**config.mk**
```make
export PLATFORM = sky130hd
export DESIGN_NAME = sos_sqrt_cell
export DESIGN_NICKNAME = d
export VERILOG_FILES = /design/src/rtl/core/sos_sqrt_cell.sv
export SDC_FILE = /design/constraint.sdc
export NUM_CORES = 1
export LEC_CHECK = 0
export BUFFER_PORTS_ARGS = -buffer_cell sky130_fd_sc_hd__buf_4
export CAP_MARGIN = 10
export CORE_MARGIN = 1
export CORE_UTILIZATION = 49
export DETAILED_ROUTE_END_ITERATION = 12
export PLACE_DENSITY = 0.77
export REMOVE_ABC_BUFFERS = 1
export SYNTH_ARGS = -nofsm -noshare
export SYNTH_HDL_FRONTEND = slang
export SYNTH_SLANG_ARGS = --single-unit
```
**constraint.sdc**
```tcl
create_clock -name i_clk -period 4.39 [get_ports i_clk]
set_clock_uncertainty 0.15 [all_clocks]
set_input_delay 0.439 -clock i_clk [delete_from_list [all_inputs] [get_ports i_clk]]
set_output_delay 0.439 -clock i_clk [all_outputs]
set_load 0.01 [all_outputs]
```
**src/rtl/core/sos_sqrt_cell.sv**
```systemverilog
`timescale 1ns / 1ps
// ----------------------------------------------------------------------------
// sos_sqrt_cell
// One result bit of the envelope square root, registered.
// ----------------------------------------------------------------------------
module sos_sqrt_cell #(
    parameter int W     = 32,
    parameter int SHIFT = 0
) (
    input  logic         i_clk,
    input  logic         i_en,
    input  logic [W-1:0] i_v,
    input  logic [W-1:0] i_r,
    output logic [W-1:0] o_v,
    output logic [W-1:0] o_r
);
    localparam logic [W-1:0] BIT = {{(W-1){1'b0}}, 1'b1} << SHIFT;

    logic [W-1:0] r_v;
    logic [W-1:0] r_r;
    logic [W-1:0] n_v;
    logic [W-1:0] n_r;
    logic [W-1:0] trial;

    always_comb begin
        trial = i_r + BIT;
        if (i_v >= trial) begin
            n_v = i_v - trial;
            n_r = (i_r >> 1) + BIT;
        end else begin
            n_v = i_v;
            n_r = i_r >> 1;
        end
    end

    always_ff @(posedge i_clk) begin
        if (i_en) begin
            r_v <= n_v;
            r_r <= n_r;
        end
    end

    assign o_v = r_v;
    assign o_r = r_r;

endmodule

```
==> impl_metrics.yaml <==
outcome:
  status: "finished, final reports clean"
pwr:
  total_power_mw: 2.02
  p_sw_share_pct: 32.4
  vdd_drop_max_mv: 0.192
  cellPowerDensity_nw_per_um2: 291
  p_int_mw: 1.37
  p_clk_share_pct: 24.3
  seq_power_share_pct: 38.6
  switchingPower_mw: 0.656
  pwr-share-comb_pct: 37.1
  p_leak_nw: 2.91
clocking:
  clk_path_buf_depth: 2
  post_cts_buffers: 0
  clock-sinks: 64
  cts_resized: 0
  cts_buffers: 9
  ctsHoldBuffers: 0
  cts_tree: "built"
  htreeDepth: 3
  cts.root.buffer_cell: "clkbuf_8"
  clk_pin_slew_ns: 0.07
logic_synthesis:
  synth_top_flop_cell: "edfxtp_1"
  yosys.cell_count.top_type: "nand2_1"
  yosys_warnings: 0
  postSynthAreaPerCell_um2: 8.99
  synth_cell_types: 53
  ys_seq_area_share_pct: 36.8
  synthTopCellsByArea: "edfxtp_1, xnor2_1, ha_1, nand2_1, xor2_1"
  synth_edf_count: 64
  synthArstFlopShare_pct: 0
  netlist_instances: 581
  synth_area_um2: 5220
  synth_top_cell_area_share_pct: 36.8
  synth_seq_cells: 64
  synth_common_cells: "nand2_1, edfxtp_1, xnor2_1"
  yosys.area.top_type: "edfxtp_1"
cells_and_area:
  final_nets: 862
  final_cell_area_um2: 6960
  n_fill_cell: 852
  layout-drive-gt1-share_pct: 29.5
  areaGrowthSynthToFinish_pct: 33.3
  n_antenna_cell: 0
  multiInputGateArea_um2: 3120
  seq_area_um2: 1920
  final_cells: 900
sta:
  period_needed_ns: 4.22
  relSlewSlack_pct: 46.2
  setup_slack_ns: 0.169
  setup_violations: 0
  slew_violations: 0
  fin_crit_sh_pct: 96.1
  rsz0062_at_grt: "no"
  tns_ns: 0
  max_slew.worst_pin.slew_ns: 0.807
  hold_viol: 0
  fmax_mhz: 237
hold_path:
  hp-class: "in -> reg"
critical_path:
  worstPathArrival_ns: 4.17
  cp-start-kind: "primary input"
  required_ns: 4.34
  path_class: "in -> reg"
  crit_fanout: 19
  crit_path_end_kind: "flip-flop"
route:
  drc: 0
  wl_mm: 15.2
  viasPerCell: 5.54
  drt_first_iter_violations: 296
  dr_total_vias: 4990
  post_drt_wl_per_cell_um: 16.9
  drtPass1Iterations: 5
  ant_nets: 0
placement:
  pre_cts_ws_ns: -0.219
  placed_cells: 886
  gp_congestion: 0.941
  port_buffers: 129
  dpl.hpwl_mm: 11.9
  placed_area_um2: 6780
floorplanning:
  die_h_um: 105
  die-area_um2: 11100
  core_um2: 10300
  num_rows: 37
  die_w_um: 105
  io_pins: 130
  initial_core_util_pct: 50.6
flow_run:
  drv_cap: 0
global_route:
  grt_pass1_wl_mm: 23.9
  grt_usage_pct: 28.0
  grt-ovfl-total: 0
  grt_max_degree: 65
  grt_pass1_vias: 4743
  antenna_found_initial: 0
[power by group through the flow]
stage / clock network [mW] / logic (mW) / registers [mW]
global route: 0.519 / 0.818 / 0.787
finish: 0.492 / 0.750 / 0.781
floorplan: 0 / 0.333 / 0.832
CTS: 0.497 / 0.746 / 0.783
detailed placement: 0 / 0.742 / 0.795
global placement: 0 / 0.731 / 0.793
[state kept, by name (all words and copies together) (netlist names)]
name  cells
o_r      32
o_v      32
[worst paths after layout]
path    start                 to  slack [ns]  cells after the start
min   i_v[12]  o_v[12]$_DFFE_PP_        0.22                      3
max    i_r[1]  o_r[21]$_DFFE_PP_        0.17                     19
[final cells by class]
cell class | count | share of cell area [%]
multi-input cells | 474 | 44.8
repair buffers | 198 | 21.9
clock buffers | 9 | 1.78
inverters | 14 | 0.755
well taps | 136 | 2.44
clock inverters | 5 | 0.719
flip-flops and latches | 64 | 27.6
[placed cells by master, fill, tap and decap left out, drive strengths merged, types with 7 or more instances in the layout]
master and count:
nor4 8, ha 34, o31ai 10, nor2 40, o21ai 46, nor3 11, clkbuf 9, a21oi 32
nand3 19, edfxtp 64, buf 198, or3 7, inv 14, xor2 34, nand4 22, and3 8
xnor2 51, nand2 91, a21o 9
[cells by family after synthesis]
family / after synthesis / share of synthesized area [%]
AOI/OAI and AO/OA: 130 / 16.0
xor gates and xnor gates: 85 / 14.3
adders and majority gates: 35 / 8.53
buffers and inverters: 43 / 3.74
DFF: 64 / 36.8
muxes: 1 / 0.192
and+or+nand+nor: 223 / 20.6
[critical path: stages]
cell and delay [ns]:
buf_4 0.09, ha_1 0.18, and3_1 0.21, buf_4 0.13
and3_1 0.22, and2_1 0.18, nand2_1 0.09, nor2_1 0.24
nand3_1 0.13, xor2_1 0.18, ha_1 0.33, nand4_1 0.10
or2_2 0.34, o41ai_2 0.28, o21ai_1 0.16, a21o_2 0.27
buf_12 0.16, nor4_1 0.33, xor2_1 0.11
[routing by layer]
layer | track usage [%] | part of all wire (%) | up-vias
met5 | 0 | 0 | -
met4 | 10.2 | 2.2 | 0
met3 | 4.64 | 7.1 | 29
met2 | 45.0 | 47 | 209
met1 | 38.0 | 44 | 2274
li1 | - | - | 2478
[metrics by stage]
step	hold slack [ns]	utilization (%)
final	0.218	67.4
after global routing	0.229	67.4
after CTS	0.215	67.3
after detailed placement	0.591	65.6
after global placement	0.579	65.6
after floorplan	0.401	-
Power figures use the tool's default switching activity.
