File: config.mk
export PLATFORM = sky130hd
export DESIGN_NAME = sos_vec_cell
export DESIGN_NICKNAME = d
export VERILOG_FILES = /design/src/rtl/core/sos_pkg.sv /design/src/rtl/core/sos_vec_cell.sv
export SDC_FILE = /design/constraint.sdc
export NUM_CORES = 1
export LEC_CHECK = 0
export BUFFER_PORTS_ARGS = -buffer_cell sky130_fd_sc_hd__buf_2
export CAP_MARGIN = 20
export CORE_MARGIN = 2
export CORE_UTILIZATION = 44
export DETAILED_ROUTE_END_ITERATION = 6
export PLACE_DENSITY = 0.67
export SYNTH_ARGS = -nofsm -noshare
export SYNTH_HDL_FRONTEND = slang
export SYNTH_SLANG_ARGS = --single-unit
File: constraint.sdc
create_clock -name i_clk -period 4.1 [get_ports i_clk]
set_input_delay 0.205 -clock i_clk [delete_from_list [all_inputs] [get_ports i_clk]]
set_output_delay 0.205 -clock i_clk [all_outputs]
set_load 0.01 [all_outputs]
File: src/rtl/core/sos_pkg.sv
`timescale 1ns / 1ps
// ----------------------------------------------------------------------------
// sos_pkg
// Shared constants, lane types and elaboration-time helpers for the
// sum-of-sinusoids fading gain generator.
// ----------------------------------------------------------------------------
package sos_pkg;

    localparam int ROT_STEPS          = 30;
    localparam int OSC_DEFAULT        = 8;
    localparam int GAIN_WIDTH_DEFAULT = 16;

    // rotation lane widths (values stay within about 2^31)
    localparam int XW = 34;
    localparam int ZW = 34;
    // vectoring lane width
    localparam int VW = 36;

    localparam logic [31:0] ROT_GAIN_INV  = 32'h26DD3B6A;
    localparam logic [31:0] DOPPLER_RESET = 32'd10307922;

    // atan(2^-k) in 2^-32 turn
    localparam logic [31:0] TURN_ATAN [ROT_STEPS] = '{
        32'h20000000, 32'h12E4051E, 32'h09FB385B, 32'h051111D4, 32'h028B0D43,
        32'h0145D7E1, 32'h00A2F61E, 32'h00517C55, 32'h0028BE53, 32'h00145F2F,
        32'h000A2F98, 32'h000517CC, 32'h00028BE6, 32'h000145F3, 32'h0000A2FA,
        32'h0000517D, 32'h000028BE, 32'h0000145F, 32'h00000A30, 32'h00000518,
        32'h0000028C, 32'h00000146, 32'h000000A3, 32'h00000051, 32'h00000029,
        32'h00000014, 32'h0000000A, 32'h00000005, 32'h00000003, 32'h00000001
    };

    typedef struct packed {
        logic signed [XW-1:0] x;
        logic signed [XW-1:0] y;
        logic signed [ZW-1:0] z;
        logic                 flip;
    } t_rot_lane;

    typedef struct packed {
        logic signed [VW-1:0] x;
        logic signed [VW-1:0] y;
        logic signed [VW-1:0] z;
        logic                 zero;
    } t_vec_lane;

    // cos or sin of an angle in 2^-32 turn, scaled by 2^30 (constant use only)
    function automatic longint rot_const(input logic [31:0] a_in, input logic want_sin);
        logic [31:0] a;
        logic [31:0] tmp;
        logic        flip;
        longint      x;
        longint      y;
        longint      z;
        longint      t;
        tmp  = a_in + 32'h40000000;
        flip = tmp[31];
        a    = flip ? (a_in + 32'h80000000) : a_in;
        z    = longint'($signed(a));
        x    = longint'(ROT_GAIN_INV);
        y    = 0;
        for (int k = 0; k < ROT_STEPS; k++) begin
            if (z >= 0) begin
                t = x - (y >>> k);
                y = y + (x >>> k);
                z = z - longint'(TURN_ATAN[k]);
            end else begin
                t = x + (y >>> k);
                y = y - (x >>> k);
                z = z + longint'(TURN_ATAN[k]);
            end
            x = t;
        end
        if (flip) begin
            x = -x;
            y = -y;
        end
        return want_sin ? y : x;
    endfunction

    // floor square root (constant use only)
    function automatic longint unsigned isqrt(input longint unsigned v_in);
        longint unsigned v;
        longint unsigned r;
        longint unsigned b;
        v = v_in;
        r = 0;
        b = 64'h4000000000000000;
        for (int k = 0; k < 32; k++) begin
            if (v >= r + b) begin
                v = v - (r + b);
                r = (r >> 1) + b;
            end else begin
                r = r >> 1;
            end
            b = b >> 2;
        end
        return r;
    endfunction

endpackage

File: src/rtl/core/sos_vec_cell.sv
`timescale 1ns / 1ps
// ----------------------------------------------------------------------------
// sos_vec_cell
// One vectoring step of the gain phase search, registered.
// ----------------------------------------------------------------------------
module sos_vec_cell #(
    parameter int STEP = 0
) (
    input  logic               i_clk,
    input  logic               i_en,
    input  sos_pkg::t_vec_lane i_lane,
    output sos_pkg::t_vec_lane o_lane
);
    import sos_pkg::*;

    localparam logic signed [VW-1:0] ATAN = $signed(VW'(TURN_ATAN[STEP]));

    t_vec_lane r_lane;
    t_vec_lane n_lane;

    always_comb begin
        n_lane.zero = i_lane.zero;
        if (!i_lane.y[VW-1]) begin
            n_lane.x = i_lane.x + (i_lane.y >>> STEP);
            n_lane.y = i_lane.y - (i_lane.x >>> STEP);
            n_lane.z = i_lane.z + ATAN;
        end else begin
            n_lane.x = i_lane.x - (i_lane.y >>> STEP);
            n_lane.y = i_lane.y + (i_lane.x >>> STEP);
            n_lane.z = i_lane.z - ATAN;
        end
    end

    always_ff @(posedge i_clk) begin
        if (i_en) begin
            r_lane <= n_lane;
        end
    end

    assign o_lane = r_lane;

endmodule

==> flow_metrics.env <==
export IMPL_status="complete, no violations"
export IMPL_finalMaxSlewViolations=0
export IMPL_ant_nets=0
export IMPL_place_congestion=0.962
export IMPL_required_ns=4.22
export IMPL_netlist_cell_type_count=73
export IMPL_tightestPinTransition_ns=1.06
export IMPL_clockBufferDepth=2
export IMPL_setup_tns_ns=0
export IMPL_cts_root_buffer="clkbuf_16"
export IMPL_numCtsBuffers=9
export IMPL_peakVddDrop_uv=182
export IMPL_layout_drive_gt1_share_pct=21.2
export IMPL_ys_flop_type="edfxtp_1"
export IMPL_min_path_cells=1
export IMPL_p_leak_uw=0.00512
export IMPL_synth_most_common_cell="a21oi_1"
export IMPL_core_area_mm2=0.0220
export IMPL_p_per_area_mw_per_mm2=330
export IMPL_setup_viol=0
export IMPL_syn_avg_cell_area_um2=8.94
export IMPL_antenna_found_initial=0
export IMPL_route_detailed_drc=0
export IMPL_io_pins=220
export IMPL_synthTopCellsByArea="edfxtp_1 (33%), ha_1 (14%), a21oi_1 (5.9%), xnor2_1 (5.7%), inv_1 (4.2%)"
export IMPL_cp_end_kind="flip-flop"
export IMPL_rows=54
export IMPL_die_h_um=154
export IMPL_critPathSlowestCell="ha_1"
export IMPL_drt_wl_total_mm=30.6
export IMPL_cts_sinks=108
export IMPL_critical_path_class="input port to flip-flop"
export IMPL_syn_nets=1341
export IMPL_synth_seq_cells=108
export IMPL_hold_viol=0
export IMPL_grt_ovfl_total=0
export IMPL_grt_pass1_vias=8618
export IMPL_hp_class="input port to flip-flop"
export IMPL_largest_reg_flops=108
export IMPL_start_util_pct=45.1
export IMPL_via_count=9262
export IMPL_synth_top_area_share_pct=32.6
export IMPL_synth_area_mm2=0.00994
export IMPL_port_buffers=219
export IMPL_fmaxAchievable_ghz=0.326
export IMPL_crit_path_max_fanout=14
export IMPL_cts_resized=0
export IMPL_slew_limit_headroom_pct=29.4
export IMPL_stdcell_count=1588
export IMPL_seq_area_frac_synth_pct=32.6
export IMPL_grt_max_degree=73
export IMPL_synth_top_cells_by_count="a21oi_1 (117), ha_1 (114), inv_1 (111), edfxtp_1 (108), nor2_1 (77)"
export IMPL_cp_cell_sequence="buf_2 -> inv_1 -> ha_1 -> nand4_4 -> nor4_4 -> a211oi_1 -> a21oi_4 -> a2111oi_2 -> o31ai_2 -> or3b_1 -> a32oi_2 -> xnor2_1"
export IMPL_holdWs_ns=0.0133
export IMPL_dp_cells=1570
export IMPL_fin_nets=1532
export IMPL_cp_slowest_stage_delay_ns=0.65
export IMPL_cp_arrival_ns=3.18
export IMPL_min_period_over_period_pct=74.7
export IMPL_crit_path_start_kind="input port"
export IMPL_dieWidth_um=154
export IMPL_postSynthCellCount=1112
export IMPL_synth_edff_count=108
export IMPL_n_antenna_cell=0
export IMPL_cp_startpoint="i_lane[54]"
export IMPL_finalCriticalPeriod_ns=3.06
export IMPL_first_iter_violations=919
export IMPL_htree_levels=3
export IMPL_wl_per_cell_um=19.2
export IMPL_min_delay_start="i_lane[7]"
export IMPL_avgViaCountPerCell=5.83
export IMPL_fin_util_pct=52.4
export IMPL_async_flop_share_pct=0
export IMPL_drv_cap=0
export IMPL_hpwl_mm=23.7
export IMPL_rsz0062_at_grt="no"
export IMPL_yosys_area_top_type="edfxtp_1"
export IMPL_first_pass_iters=6
export IMPL_grt_first_pass_wirelength_mm=47.3
export IMPL_cts_tree="built"
export IMPL_die_area_mm2=0.0238
export IMPL_yosysWarnings=0
export IMPL_area_growth_pct=16.2
export IMPL_clk_pin_slew_ns=0.08
export IMPL_grt_use_total_pct=25.0
==> layout by cell type, fill, tap and decap left out, types with 7 or more instances in the layout <==
cell type and instances:
o221ai_1 7, o21bai_1 20, nand2_1 56, o21a_1 10
buf_2 218, nor2b_1 15, xnor2_1 65, inv_1 111
nand4_1 12, nand2b_1 10, inv_2 8, ha_1 114
o21ai_1 17, nor4_1 11, a211o_1 11, o21ai_0 62
and2_1 7, nor2_1 77, nand3_1 11, a21oi_1 117
o31ai_1 14, a21o_1 26, mux2i_1 15, a211oi_1 11
edfxtp_1 108, a31oi_1 8, o211ai_1 15, nor3_1 29
buf_4 10, clkbuf_16 9
==> metal layers <==
metal	up-vias	routed length (µm)	track usage, %
met1	4361	14100	36.0
li1	4403	-	-
met5	-	0	0
met3	44	2430	4.68
met4	0	587	6.08
met2	454	13500	39.1
==> path summary, 6_finish.rpt <==
check                              end  slack, ns
setup / recovery  o_lane[69]$_DFFE_PP_       1.04
hold / removal     o_lane[7]$_DFFE_PP_       0.01
==> power by group <==
part           total [µW]  switching [µW]  internal [µW]
clock                 910             477            434
combinational        1440             892            543
sequential           1460            38.2           1420
==> critical path: cells and delay by family <==
family                   cells  cell delay, ns
AND/OR/NAND/NOR              3            0.95
adder cells (fa/ha/maj)      1            0.65
AO/OA/AOI/OAI                5            1.13
buffers and inverters        2            0.15
XOR/XNOR                     1            0.08
==> logic make-up after synthesis <==
| family | Yosys count | synth area share, % |
|---|---|---|
| AOI/OAI and AO/OA | 369 | 24.2 |
| xor gates and xnor gates | 70 | 6.17 |
| adders and majority gates | 118 | 15.2 |
| buffers and inverters | 173 | 6.99 |
| DFF | 108 | 32.6 |
| muxes | 17 | 1.74 |
| and+or+nand+nor | 257 | 13.1 |
==> final cells by class <==
cell class,count,area [µm²]
Fill cell,2136,10500
Timing Repair Buffer,230,1190
Clock inverter,7,78.8
Sequential cell,108,3240
Multi-Input combinational cell,831,6000
Tap cell,280,350
Inverter,123,462
Clock buffer,9,225
==> what timing repair did <==
action | in CTS | in global routing
hold buffers | 2 | 0
hold endpoints to repair | 2 | 0
setup buffers | 0 | 0
==> metrics by stage <==
| stage | setup WS [ns] | total power, µW | area [µm²] |
|---|---|---|---|
| after floorplan | 1.42 | 2390 | 9940 |
| after global placement | 0.760 | 2890 | 11200 |
| after detailed placement | 0.712 | 2890 | 11200 |
| after CTS | 1.10 | 3820 | 11500 |
| after global routing | 0.845 | 4010 | 11500 |
| final | 1.04 | 3810 | 11500 |
(Power assumes the default switching activity.)
